[src/hdl/dhash_pkg.sv]
// Shared widths, constants and types of the difference hash block.
`timescale 1ns / 1ps
package dhash_pkg;

    localparam int CFG_W     = 13;
    localparam int PIX_W     = 8;
    localparam int GRAY_W    = 18;
    localparam int HASH_W    = 64;
    localparam int DATA_W    = 32;
    localparam int ADDR_W    = 3;
    localparam int ROW_BITS  = 8;
    localparam int GRID_COLS = 9;
    localparam int GRID_ROWS = 8;
    localparam int IDX_W     = 4;

    localparam int MAX_DIMENSION_DEF = 4096;

    // Luma weights scaled by 1000.
    localparam logic [GRAY_W-1:0] GRAY_R = GRAY_W'(299);
    localparam logic [GRAY_W-1:0] GRAY_G = GRAY_W'(587);
    localparam logic [GRAY_W-1:0] GRAY_B = GRAY_W'(114);

    typedef enum logic {
        CFG_WIDTH  = 1'b0,
        CFG_HEIGHT = 1'b1
    } t_cfg_idx;

    // Number of leading grid columns / rows already reached at the current pixel.
    typedef struct packed {
        logic [IDX_W-1:0] col_reach;
        logic [IDX_W-1:0] row_reach;
    } t_grid_reach;

endpackage

[src/hdl/dhash_grid.sv]
// Sample grid compare: how many grid columns and rows the current pixel has reached.
`timescale 1ns / 1ps
module dhash_grid #(
    parameter int CNT_W = 12,
    parameter int SZ_W  = 13
) (
    input  logic [SZ_W-1:0]          i_width,
    input  logic [SZ_W-1:0]          i_height,
    input  logic [CNT_W-1:0]         i_col,
    input  logic [CNT_W-1:0]         i_row,
    output dhash_pkg::t_grid_reach   o_reach
);
    import dhash_pkg::*;

    localparam int PW = SZ_W + 4;

    logic [GRID_COLS-1:0] col_hit;
    logic [GRID_ROWS-1:0] row_hit;
    logic [PW-1:0]        w_m1;
    logic [PW-1:0]        h_m1;
    logic [PW-1:0]        col_lim;
    logic [PW-1:0]        row_lim;

    // floor(k*(W-1)/8) <= x  is  k*(W-1) < 8*(x+1); rows likewise with 7.
    always_comb begin
        w_m1    = PW'(i_width) - PW'(1);
        h_m1    = PW'(i_height) - PW'(1);
        col_lim = (PW'(i_col) + PW'(1)) << 3;
        row_lim = (PW'(i_row) + PW'(1)) * PW'(GRID_ROWS - 1);
        for (int k = 0; k < GRID_COLS; k++) begin
            col_hit[k] = (PW'(k) * w_m1) < col_lim;
        end
        for (int j = 0; j < GRID_ROWS; j++) begin
            row_hit[j] = (PW'(j) * h_m1) < row_lim;
        end
        o_reach.col_reach = IDX_W'($countones(col_hit));
        o_reach.row_reach = IDX_W'($countones(row_hit));
    end

endmodule

[src/hdl/difference_hash_64bit_unit.sv]
// Top level of the 64-bit difference hash: pixel stream in, one hash per frame out.
//
//  channel  | direction | handshake                 | payload
//  ---------+-----------+---------------------------+-------------------------
//  pixel    | in        | i_in_valid / o_in_ready   | i_red, i_green, i_blue
//  hash     | out       | o_out_valid / i_out_ready | o_hash, o_too_small
//  config   | in        | psel/penable/pwrite/pready| paddr, pwdata, prdata
//
// One pixel beat per cycle; the hash appears in the output register in the cycle
// after the frame's last pixel is accepted. Reset (synchronous, active low) clears the
// frame counters, the size registers and the output valid flag. A stalled hash
// beat holds the pixel channel only at the next frame's last pixel; all
// other pixels keep flowing.
`timescale 1ns / 1ps
module difference_hash_64bit_unit #(
    parameter int MAX_DIMENSION = dhash_pkg::MAX_DIMENSION_DEF
) (
    input  logic                         i_clk,
    input  logic                         i_rst_n,
    input  logic                         i_in_valid,
    output logic                         o_in_ready,
    input  logic [dhash_pkg::PIX_W-1:0]  i_red,
    input  logic [dhash_pkg::PIX_W-1:0]  i_green,
    input  logic [dhash_pkg::PIX_W-1:0]  i_blue,
    output logic                         o_out_valid,
    input  logic                         i_out_ready,
    output logic [dhash_pkg::HASH_W-1:0] o_hash,
    output logic                         o_too_small,
    input  logic                         psel,
    input  logic                         penable,
    input  logic                         pwrite,
    input  logic [dhash_pkg::ADDR_W-1:0] paddr,
    input  logic [dhash_pkg::DATA_W-1:0] pwdata,
    output logic [dhash_pkg::DATA_W-1:0] prdata,
    output logic                         pready
);
    import dhash_pkg::*;

    localparam int EFF_MAX = (MAX_DIMENSION < 8191) ? MAX_DIMENSION : 8191;
    localparam int CNT_W   = $clog2(EFF_MAX);
    localparam int SZ_W    = $clog2(EFF_MAX + 1);
    localparam int LW      = SZ_W + 1;

    logic [CFG_W-1:0]    r_width;
    logic [CFG_W-1:0]    r_height;
    logic [CNT_W-1:0]    r_col;
    logic [CNT_W-1:0]    r_row;
    logic [IDX_W-1:0]    r_sci;
    logic [IDX_W-1:0]    r_sri;
    logic [GRAY_W-1:0]   r_last;
    logic [ROW_BITS-1:0] r_row_bits;
    logic [HASH_W-1:0]   r_acc;
    logic                r_out_valid;
    logic [HASH_W-1:0]   r_hash;
    logic                r_too_small;

    logic [CNT_W-1:0]    n_col;
    logic [CNT_W-1:0]    n_row;
    logic [IDX_W-1:0]    n_sci;
    logic [IDX_W-1:0]    n_sri;
    logic [GRAY_W-1:0]   n_last;
    logic [ROW_BITS-1:0] n_row_bits;
    logic [HASH_W-1:0]   n_acc;

    logic [SZ_W-1:0]     eff_w;
    logic [SZ_W-1:0]     eff_h;
    logic                small_frame;
    logic [GRAY_W-1:0]   gray;
    t_grid_reach         reach;
    logic                in_grid;
    logic                take;
    logic [ROW_BITS-1:0] row_bits_upd;
    logic                row_end;
    logic                frame_end;
    logic                accept;
    logic                cfg_wr;

    function automatic logic [SZ_W-1:0] eff_size(input logic [CFG_W-1:0] v);
        logic [SZ_W-1:0] s;
        if (v == '0) begin
            s = SZ_W'(1);
        end else if (v > CFG_W'(EFF_MAX)) begin
            s = SZ_W'(EFF_MAX);
        end else begin
            s = SZ_W'(v);
        end
        return s;
    endfunction

    dhash_grid #(
        .CNT_W (CNT_W),
        .SZ_W  (SZ_W)
    ) u_grid (
        .i_width  (eff_w),
        .i_height (eff_h),
        .i_col    (r_col),
        .i_row    (r_row),
        .o_reach  (reach)
    );

    assign eff_w       = eff_size(r_width);
    assign eff_h       = eff_size(r_height);
    assign small_frame = (eff_w < SZ_W'(2)) || (eff_h < SZ_W'(2));
    assign gray        = GRAY_W'(i_red) * GRAY_R + GRAY_W'(i_green) * GRAY_G
                       + GRAY_W'(i_blue) * GRAY_B;

    assign row_end   = (LW'(r_col) + LW'(1)) >= LW'(eff_w);
    assign frame_end = row_end && ((LW'(r_row) + LW'(1)) >= LW'(eff_h));

    // Hold the pixel channel only when the hash beat it would produce has nowhere to go.
    assign o_in_ready = !r_out_valid || i_out_ready || !frame_end;
    assign accept     = i_in_valid && o_in_ready;

    always_comb begin
        in_grid      = !small_frame && (r_sri < reach.row_reach);
        take         = in_grid && (r_sci < reach.col_reach);
        row_bits_upd = r_row_bits;
        // Only the first of several coincident columns can differ from the last sample.
        if (take && (r_sci != '0) && (r_last < gray)) begin
            row_bits_upd[3'(r_sci - IDX_W'(1))] = 1'b1;
        end

        n_col      = r_col;
        n_row      = r_row;
        n_sci      = take ? reach.col_reach : r_sci;
        n_sri      = r_sri;
        n_last     = take ? gray : r_last;
        n_row_bits = row_bits_upd;
        n_acc      = r_acc;

        if (!row_end) begin
            n_col = r_col + CNT_W'(1);
        end else begin
            if (in_grid) begin
                // Copy the row's bits into every grid row that maps to this pixel row.
                for (int j = 0; j < GRID_ROWS; j++) begin
                    if ((IDX_W'(j) >= r_sri) && (IDX_W'(j) < reach.row_reach)) begin
                        n_acc[j*ROW_BITS +: ROW_BITS] =
                            r_acc[j*ROW_BITS +: ROW_BITS] | row_bits_upd;
                    end
                end
                n_sri = reach.row_reach;
            end
            n_row_bits = '0;
            n_sci      = '0;
            n_last     = '0;
            n_col      = '0;
            if (!frame_end) begin
                n_row = r_row + CNT_W'(1);
            end else begin
                n_row = '0;
                n_sri = '0;
            end
        end
    end

    assign cfg_wr = psel && penable && pwrite && pready;
    assign pready = 1'b1;

    always_comb begin
        unique case (t_cfg_idx'(paddr[2]))
            CFG_WIDTH:  prdata = DATA_W'(r_width);
            CFG_HEIGHT: prdata = DATA_W'(r_height);
            default:    prdata = '0;
        endcase
    end

    always_ff @(posedge i_clk) begin
        if (!i_rst_n) begin
            r_width  <= '0;
            r_height <= '0;
        end else if (cfg_wr) begin
            unique case (t_cfg_idx'(paddr[2]))
                CFG_WIDTH:  r_width  <= pwdata[CFG_W-1:0];
                CFG_HEIGHT: r_height <= pwdata[CFG_W-1:0];
                default:    ;
            endcase
        end
    end

    always_ff @(posedge i_clk) begin
        if (!i_rst_n) begin
            r_col      <= '0;
            r_row      <= '0;
            r_sci      <= '0;
            r_sri      <= '0;
            r_last     <= '0;
            r_row_bits <= '0;
            r_acc      <= '0;
        end else if (accept) begin
            r_col      <= n_col;
            r_row      <= n_row;
            r_sci      <= n_sci;
            r_sri      <= n_sri;
            r_last     <= n_last;
            r_row_bits <= n_row_bits;
            r_acc      <= frame_end ? '0 : n_acc;
        end
    end

    always_ff @(posedge i_clk) begin
        if (!i_rst_n) begin
            r_out_valid <= 1'b0;
        end else if (accept && frame_end) begin
            r_out_valid <= 1'b1;
        end else if (i_out_ready) begin
            r_out_valid <= 1'b0;
        end
    end

    always_ff @(posedge i_clk) begin
        if (accept && frame_end) begin
            r_hash      <= small_frame ? '0 : n_acc;
            r_too_small <= small_frame;
        end
    end

    assign o_out_valid = r_out_valid;
    assign o_hash      = r_hash;
    assign o_too_small = r_too_small;

endmodule
[config.mk]
export PLATFORM = sky130hd
export DESIGN_NAME = difference_hash_64bit_unit
export DESIGN_NICKNAME = d
export VERILOG_FILES = /design/src/hdl/dhash_pkg.sv /design/src/hdl/dhash_grid.sv /design/src/hdl/difference_hash_64bit_unit.sv
export SDC_FILE = /design/constraint.sdc
export NUM_CORES = 1
export LEC_CHECK = 0
export BUFFER_PORTS_ARGS = -buffer_cell sky130_fd_sc_hd__buf_4
export CAP_MARGIN = 20
export CORE_MARGIN = 2
export CORE_UTILIZATION = 63
export DETAILED_ROUTE_END_ITERATION = 10
export GPL_ROUTABILITY_DRIVEN = 0
export PLACE_DENSITY_LB_ADDON = 0.08
export SKIP_CTS_REPAIR_TIMING = 1
export SLEW_MARGIN = 20
export SYNTH_ARGS = -nofsm -noshare
export SYNTH_HDL_FRONTEND = slang
export SYNTH_HIERARCHICAL = 1
export SYNTH_SLANG_ARGS = --single-unit
[constraint.sdc]
create_clock -name i_clk -period 12.57 [get_ports i_clk]
set_input_delay 2.514 -clock i_clk [delete_from_list [all_inputs] [get_ports i_clk]]
set_output_delay 2.514 -clock i_clk [all_outputs]
set_load 0.005 [all_outputs]
==> flow_metrics.env, run 1 <==
export IMPL_yosysMostFrequentCell="ha_1"
export IMPL_endpoint_kind="flip-flop"
export IMPL_crit_arrival_ns=11.51
export IMPL_nNetsFinal=3448
export IMPL_ys_types=95
export IMPL_crit_slowest_cell="xor2_1"
export IMPL_pin_count=166
export IMPL_drtPass1Iterations=6
export IMPL_powerDensity_mw_per_mm2=225.4
export IMPL_peakVddDrop_mv=0.2727
export IMPL_worst_path_buf_inv=5
export IMPL_min_path_type="flip-flop to flip-flop"
export IMPL_cp_common_cell="inv_1"
export IMPL_cts_tree="done"
export IMPL_grt_setup_unrepaired="false"
export IMPL_synth_top_cell_area_share_pct=23.67
export IMPL_holdWs_ns=0.4603
export IMPL_fmax_ghz=0.09051
export IMPL_p_leak_nw=12.46
export IMPL_status="complete, no violations"
export IMPL_dieWidth_um=200.9
export IMPL_root_buffer="clkbuf_16"
export IMPL_coreArea_mm2=0.03847
export IMPL_synth_edf_count=65
export IMPL_final_util_pct=69.36
export IMPL_wl_per_cell_um=17.61
export IMPL_timing_worst_setup_path_type="flip-flop to flip-flop"
export IMPL_syn_inst=2679
export IMPL_seq_area_frac_synth_pct=20.20
export IMPL_synthTopCellsByArea="ha_1 24%, dfxtp_1 12%, fa_1 9.0%, edfxtp_1 8.0%, inv_1 5.1%"
export IMPL_start_util_pct=63.50
export IMPL_syn_to_final_growth_pct=9.231
export IMPL_period_share_pct=87.90
export IMPL_fin_crit_ns=11.05
export IMPL_setup_tns_ns=0
export IMPL_setup_viol=0
export IMPL_htreeDepth=1
export IMPL_track_usage_pct=29.44
export IMPL_clock_path_buffers=3
export IMPL_yosysWarnings=6
export IMPL_diodes=0
export IMPL_drtIter0Drc=1165
export IMPL_critPathMaxFanout=17
export IMPL_final_cells=3345
export IMPL_die_h_um=200.9
export IMPL_grt_pass1_wl_mm=98.93
export IMPL_cts_buffers_inserted=23
export IMPL_clk_latency_ns=0.53
export IMPL_grt_ovfl_total=0
export IMPL_postRouteAntennaNets=0
export IMPL_syn_cell_area_mm2=0.02443
export IMPL_timing_hold_violations_final=0
export IMPL_synth_area_per_cell_um2=9.118
export IMPL_synth_commonest_cells="462 x ha_1, 330 x inv_1, 222 x nand2_1"
export IMPL_drive_gt1_share_pct=11.46
export IMPL_port_buffers=124
export IMPL_die_area_mm2=0.04036
export IMPL_clkTransAtPathRegs_ns=0.06
export IMPL_slew_viol_final=0
export IMPL_grt_antenna_before_repair=0
export IMPL_worstPathRequired_ns=13.03
export IMPL_routed_wl_mm=58.92
export IMPL_rows=72
export IMPL_async_flop_share_pct=0
export IMPL_hpwl_mm=45.74
export IMPL_clock_sinks=214
export IMPL_drc=0
export IMPL_slew_headroom_pct=27.81
export IMPL_tightest_slew_ns=1.079
export IMPL_max_cap_violations=0
export IMPL_grt_pass1_vias=20047
export IMPL_grt_max_degree=66
export IMPL_fin_skew_ns=0.02332
export IMPL_yosys_area_top_type="ha_1"
export IMPL_ys_ff_latch=214
export IMPL_synth_ff_type="dfxtp_1"
export IMPL_slowest_delay_ns=0.84
export IMPL_startpoint_type="flip-flop"
export IMPL_fin_ws_ns=1.521
export IMPL_vias=19772
export IMPL_vias_per_cell=5.911
export IMPL_dp_slack_ns=1.545
export IMPL_dp_cells=3303
export IMPL_crit_family="compound AO/OA/AOI/OAI gates"
-- power by group --
| part | switching, W | total (W) | internal (W) |
|---|---|---|---|
| Combinational | 0.00261 | 0.00453 | 0.00191 |
| Sequential | 0.0000333 | 0.000803 | 0.000770 |
| Clock | 0.000284 | 0.000683 | 0.000399 |
| Total | 0.00293 | 0.00601 | 0.00308 |
-- worst reg2reg max path: cells and delay by family, from the launching register on --
kind	cells	cell delay (ns)
AOI/OAI and AO/OA	12	3.88
adders and majority gates	8	3.11
and+or+nand+nor	11	1.94
xor gates and xnor gates	3	1.22
buffers and inverters	5	0.49
DFF	1	0.37
-- per-stage QoR --
| step | total power (W) | cell area [um^2] |
|---|---|---|
| floorplan | 0.004258 | 24490 |
| finish | 0.006014 | 26680 |
| global route | 0.006746 | 26680 |
| CTS | 0.006032 | 26680 |
| global placement | 0.005118 | 25900 |
| detailed placement | 0.005303 | 25920 |
-- layout by cell type (no fill, tap or decap), drive strengths merged, types with 70 or more instances in the layout --
master   instances
dfxtp          149
fa             110
inv            332
nand2          222
o21ai          159
buf            166
xnor2          103
ha             462
o2bb2ai         70
a21oi          155
nor2           108
-- sequential cells by signal (all words and copies together), names as in the netlist --
name and flops:
r_acc 64, r_last 18, o_out_valid 1, r_row_bits 8, r_col 12, o_too_small 1
r_sci 4, r_row 12, o_hash 64, r_sri 4, r_width 13, r_height 13
-- kinds of logic (layout without fill, tap and decap cells) --
logic type | count (synthesis) | after routing | synth area share, %
other cells | 2 | 20 | 0.03075
fa+ha+maj | 577 | 577 | 32.89
flops | 214 | 214 | 20.20
simple gates | 636 | 636 | 12.99
mux | 19 | 19 | 0.8657
buf+inv | 412 | 542 | 7.217
xor+xnor | 171 | 171 | 6.244
compound gates | 648 | 648 | 19.57
-- area by class of cell --
type                            count  area [um^2]
Clock buffer                       29        629.4
Tap cell                          518        648.1
Sequential cell                   214         4935
Fill cell                        3102        11790
Inverter                          334         1254
Timing Repair Buffer              166         1250
Multi-Input combinational cell   2071        17830
Clock inverter                     13        132.6
-- path summary, 6_finish.rpt --
| kind | end | slack [ns] | from | cells after the start |
|---|---|---|---|---|
| worst max-delay path | r_acc[59]$_SDFFE_PN0P_ | 1.52 | r_width[11]$_SDFFE_PN0P_ | 39 |
| worst min-delay path | r_acc[62]$_SDFFE_PN0P_ | 0.46 | r_acc[62]$_SDFFE_PN0P_ | 2 |
| worst max register to register | r_acc[59]$_SDFFE_PN0P_ | 1.52 | r_width[11]$_SDFFE_PN0P_ | 39 |
| worst min register to register | r_acc[62]$_SDFFE_PN0P_ | 0.46 | r_acc[62]$_SDFFE_PN0P_ | 2 |
-- routing by layer --
metal | up-vias | global-route usage [%] | part of all wire (%)
met5 | - | 0 | 0
met4 | 0 | 10.21 | 3.2
met3 | 114 | 2.662 | 4.7
met2 | 484 | 50.75 | 48
met1 | 9442 | 38.71 | 44
li1 | 9732 | - | -
No activity file was read; power rests on OpenSTA's default activity.
==> run 2: changes to the inputs <==
--- a/config.mk
+++ b/config.mk
@@ -8,7 +8,7 @@
 export BUFFER_PORTS_ARGS = -buffer_cell sky130_fd_sc_hd__buf_4
 export CAP_MARGIN = 20
 export CORE_MARGIN = 2
-export CORE_UTILIZATION = 63
+export CORE_UTILIZATION = 50
 export DETAILED_ROUTE_END_ITERATION = 10
 export GPL_ROUTABILITY_DRIVEN = 0
 export PLACE_DENSITY_LB_ADDON = 0.08
==> flow_metrics.env, run 2 (synthesis results as in run 1) <==
export IMPL_fin_crit_ns=11.28
export IMPL_worstPathRequired_ns=13.02
export IMPL_vias_per_cell=5.674
export IMPL_grt_pass1_wl_mm=100.1
export IMPL_root_buffer="clkbuf_16"
export IMPL_drtPass1Iterations=5
export IMPL_postRouteAntennaNets=0
export IMPL_die_area_mm2=0.05064
export IMPL_cts_buffers_inserted=23
export IMPL_final_util_pct=55.86
export IMPL_drtIter0Drc=1033
export IMPL_p_leak_nw=12.45
export IMPL_start_util_pct=50.94
export IMPL_die_h_um=225.0
export IMPL_crit_family="adder cells"
export IMPL_final_cells=3445
export IMPL_slew_headroom_pct=34.49
export IMPL_timing_worst_setup_path_type="flip-flop to flip-flop"
export IMPL_dp_cells=3402
export IMPL_dpl_cell_area_mm2=0.02605
export IMPL_hpwl_mm=47.89
export IMPL_wl_per_cell_um=17.65
export IMPL_port_buffers=124
export IMPL_pin_count=166
export IMPL_status="complete, no violations"
export IMPL_startpoint_type="flip-flop"
export IMPL_coreArea_mm2=0.04795
export IMPL_regArea_mm2=0.004935
export IMPL_crit_slowest_cell="a2111oi_0"
export IMPL_clk_latency_ns=0.53
export IMPL_grt_ovfl_total=0
export IMPL_fin_skew_ns=0.02428
export IMPL_critPathMaxFanout=15
export IMPL_max_cap_violations=0
export IMPL_multi_input_area_mm2=0.01783
export IMPL_crit_arrival_ns=11.74
export IMPL_timing_hold_violations_final=0
export IMPL_endpoint_kind="flip-flop"
export IMPL_syn_to_final_growth_pct=9.656
export IMPL_tightest_slew_ns=0.9579
export IMPL_grt_setup_unrepaired="false"
export IMPL_reg2reg_depth=29
export IMPL_drive_gt1_share_pct=11.45
export IMPL_clock_sinks=214
export IMPL_worst_path_buf_inv=2
export IMPL_grt_pass1_vias=19832
export IMPL_track_usage_pct=24.18
export IMPL_setup_viol=0
export IMPL_slew_viol_final=0
export IMPL_grt_max_degree=66
export IMPL_setup_tns_ns=0
export IMPL_powerDensity_mw_per_mm2=223.4
export IMPL_dieWidth_um=225.0
export IMPL_rows=80
export IMPL_fill_cells=4390
export IMPL_htreeDepth=1
export IMPL_nNetsFinal=3451
export IMPL_layout_commonest_cell="ha_1"
export IMPL_cts_tree="done"
export IMPL_slowest_delay_ns=0.81
export IMPL_cp_depth=29
export IMPL_design_area_mm2=0.02678
export IMPL_diodes=0
export IMPL_vias=19548
export IMPL_layout_common_cells="462 x ha_1, 330 x inv_1, 222 x nand2_1"
export IMPL_routed_wl_mm=60.82
export IMPL_fmax_ghz=0.08864
export IMPL_period_share_pct=89.75
export IMPL_clkTransAtPathRegs_ns=0.07
export IMPL_peakVddDrop_mv=0.3205
export IMPL_grt_antenna_before_repair=0
export IMPL_holdWs_ns=0.4626
export IMPL_clock_path_buffers=3
export IMPL_drc=0
export IMPL_whs_path_depth=2
export IMPL_min_path_type="flip-flop to flip-flop"
[run 2: cell types whose count changed in the layout (fill, tap and decap cells not counted), sizes merged]
| cell | before | now |
|---|---|---|
| clkbuf | 29 | 26 |
| clkinv | 12 | 16 |
| bufinv | 2 | 1 |
| buf | 166 | 169 |
[run 2: path summary, 6_finish.rpt]
check                               from                     end  slack, ns
setup / recovery   r_row[0]$_SDFFE_PN0P_  r_acc[50]$_SDFFE_PN0P_       1.29
hold / removal    r_acc[56]$_SDFFE_PN0P_  r_acc[56]$_SDFFE_PN0P_       0.46
hold reg to reg   r_acc[56]$_SDFFE_PN0P_  r_acc[56]$_SDFFE_PN0P_       0.46
setup reg to reg   r_row[0]$_SDFFE_PN0P_  r_acc[50]$_SDFFE_PN0P_       1.29
[run 2: where the power goes]
| group | switching (W) | leakage, nW | internal, W |
|---|---|---|---|
| logic | 0.00262 | 10.3 | 0.00191 |
| clock network | 0.000284 | 0.360 | 0.000369 |
| registers | 0.0000339 | 1.82 | 0.000770 |
| total | 0.00293 | 12.5 | 0.00305 |
[run 2: through the flow]
stage	worst slack (ns)	power (W)
3_5_place_dp	1.415	0.005324
5_1_grt	0.5597	0.006753
6_report	1.289	0.005982
3_3_place_gp	1.587	0.005212
2_1_floorplan	2.869	0.004258
4_1_cts	1.375	0.006025
[run 2: layout make-up]
type                       count  area share [%]
clock buffer                  26           2.266
clock inverter                16          0.4438
inverter                     334           4.681
multi-input combinational   2071           66.58
sequential                   214           18.42
tap                          615           2.873
timing repair buffer         169           4.737
[run 2: worst register-to-register path, delay by kind of cell, from the launching register on]
kind / cells / cell delay [ns]
AND/OR/NAND/NOR: 7 / 2.01
XOR/XNOR: 3 / 1.76
flip-flops: 1 / 0.77
adder cells (fa/ha/maj): 10 / 4.20
buffers and inverters: 2 / 0.20
AO/OA/AOI/OAI: 7 / 2.26
[run 2: metal layers]
metal / global-route usage, % / part of all wire, %
met2: 42.69 / 48
met1: 32.60 / 47
met3: 1.421 / 3.2
met5: 0 / 0
met4: 5.127 / 1.9
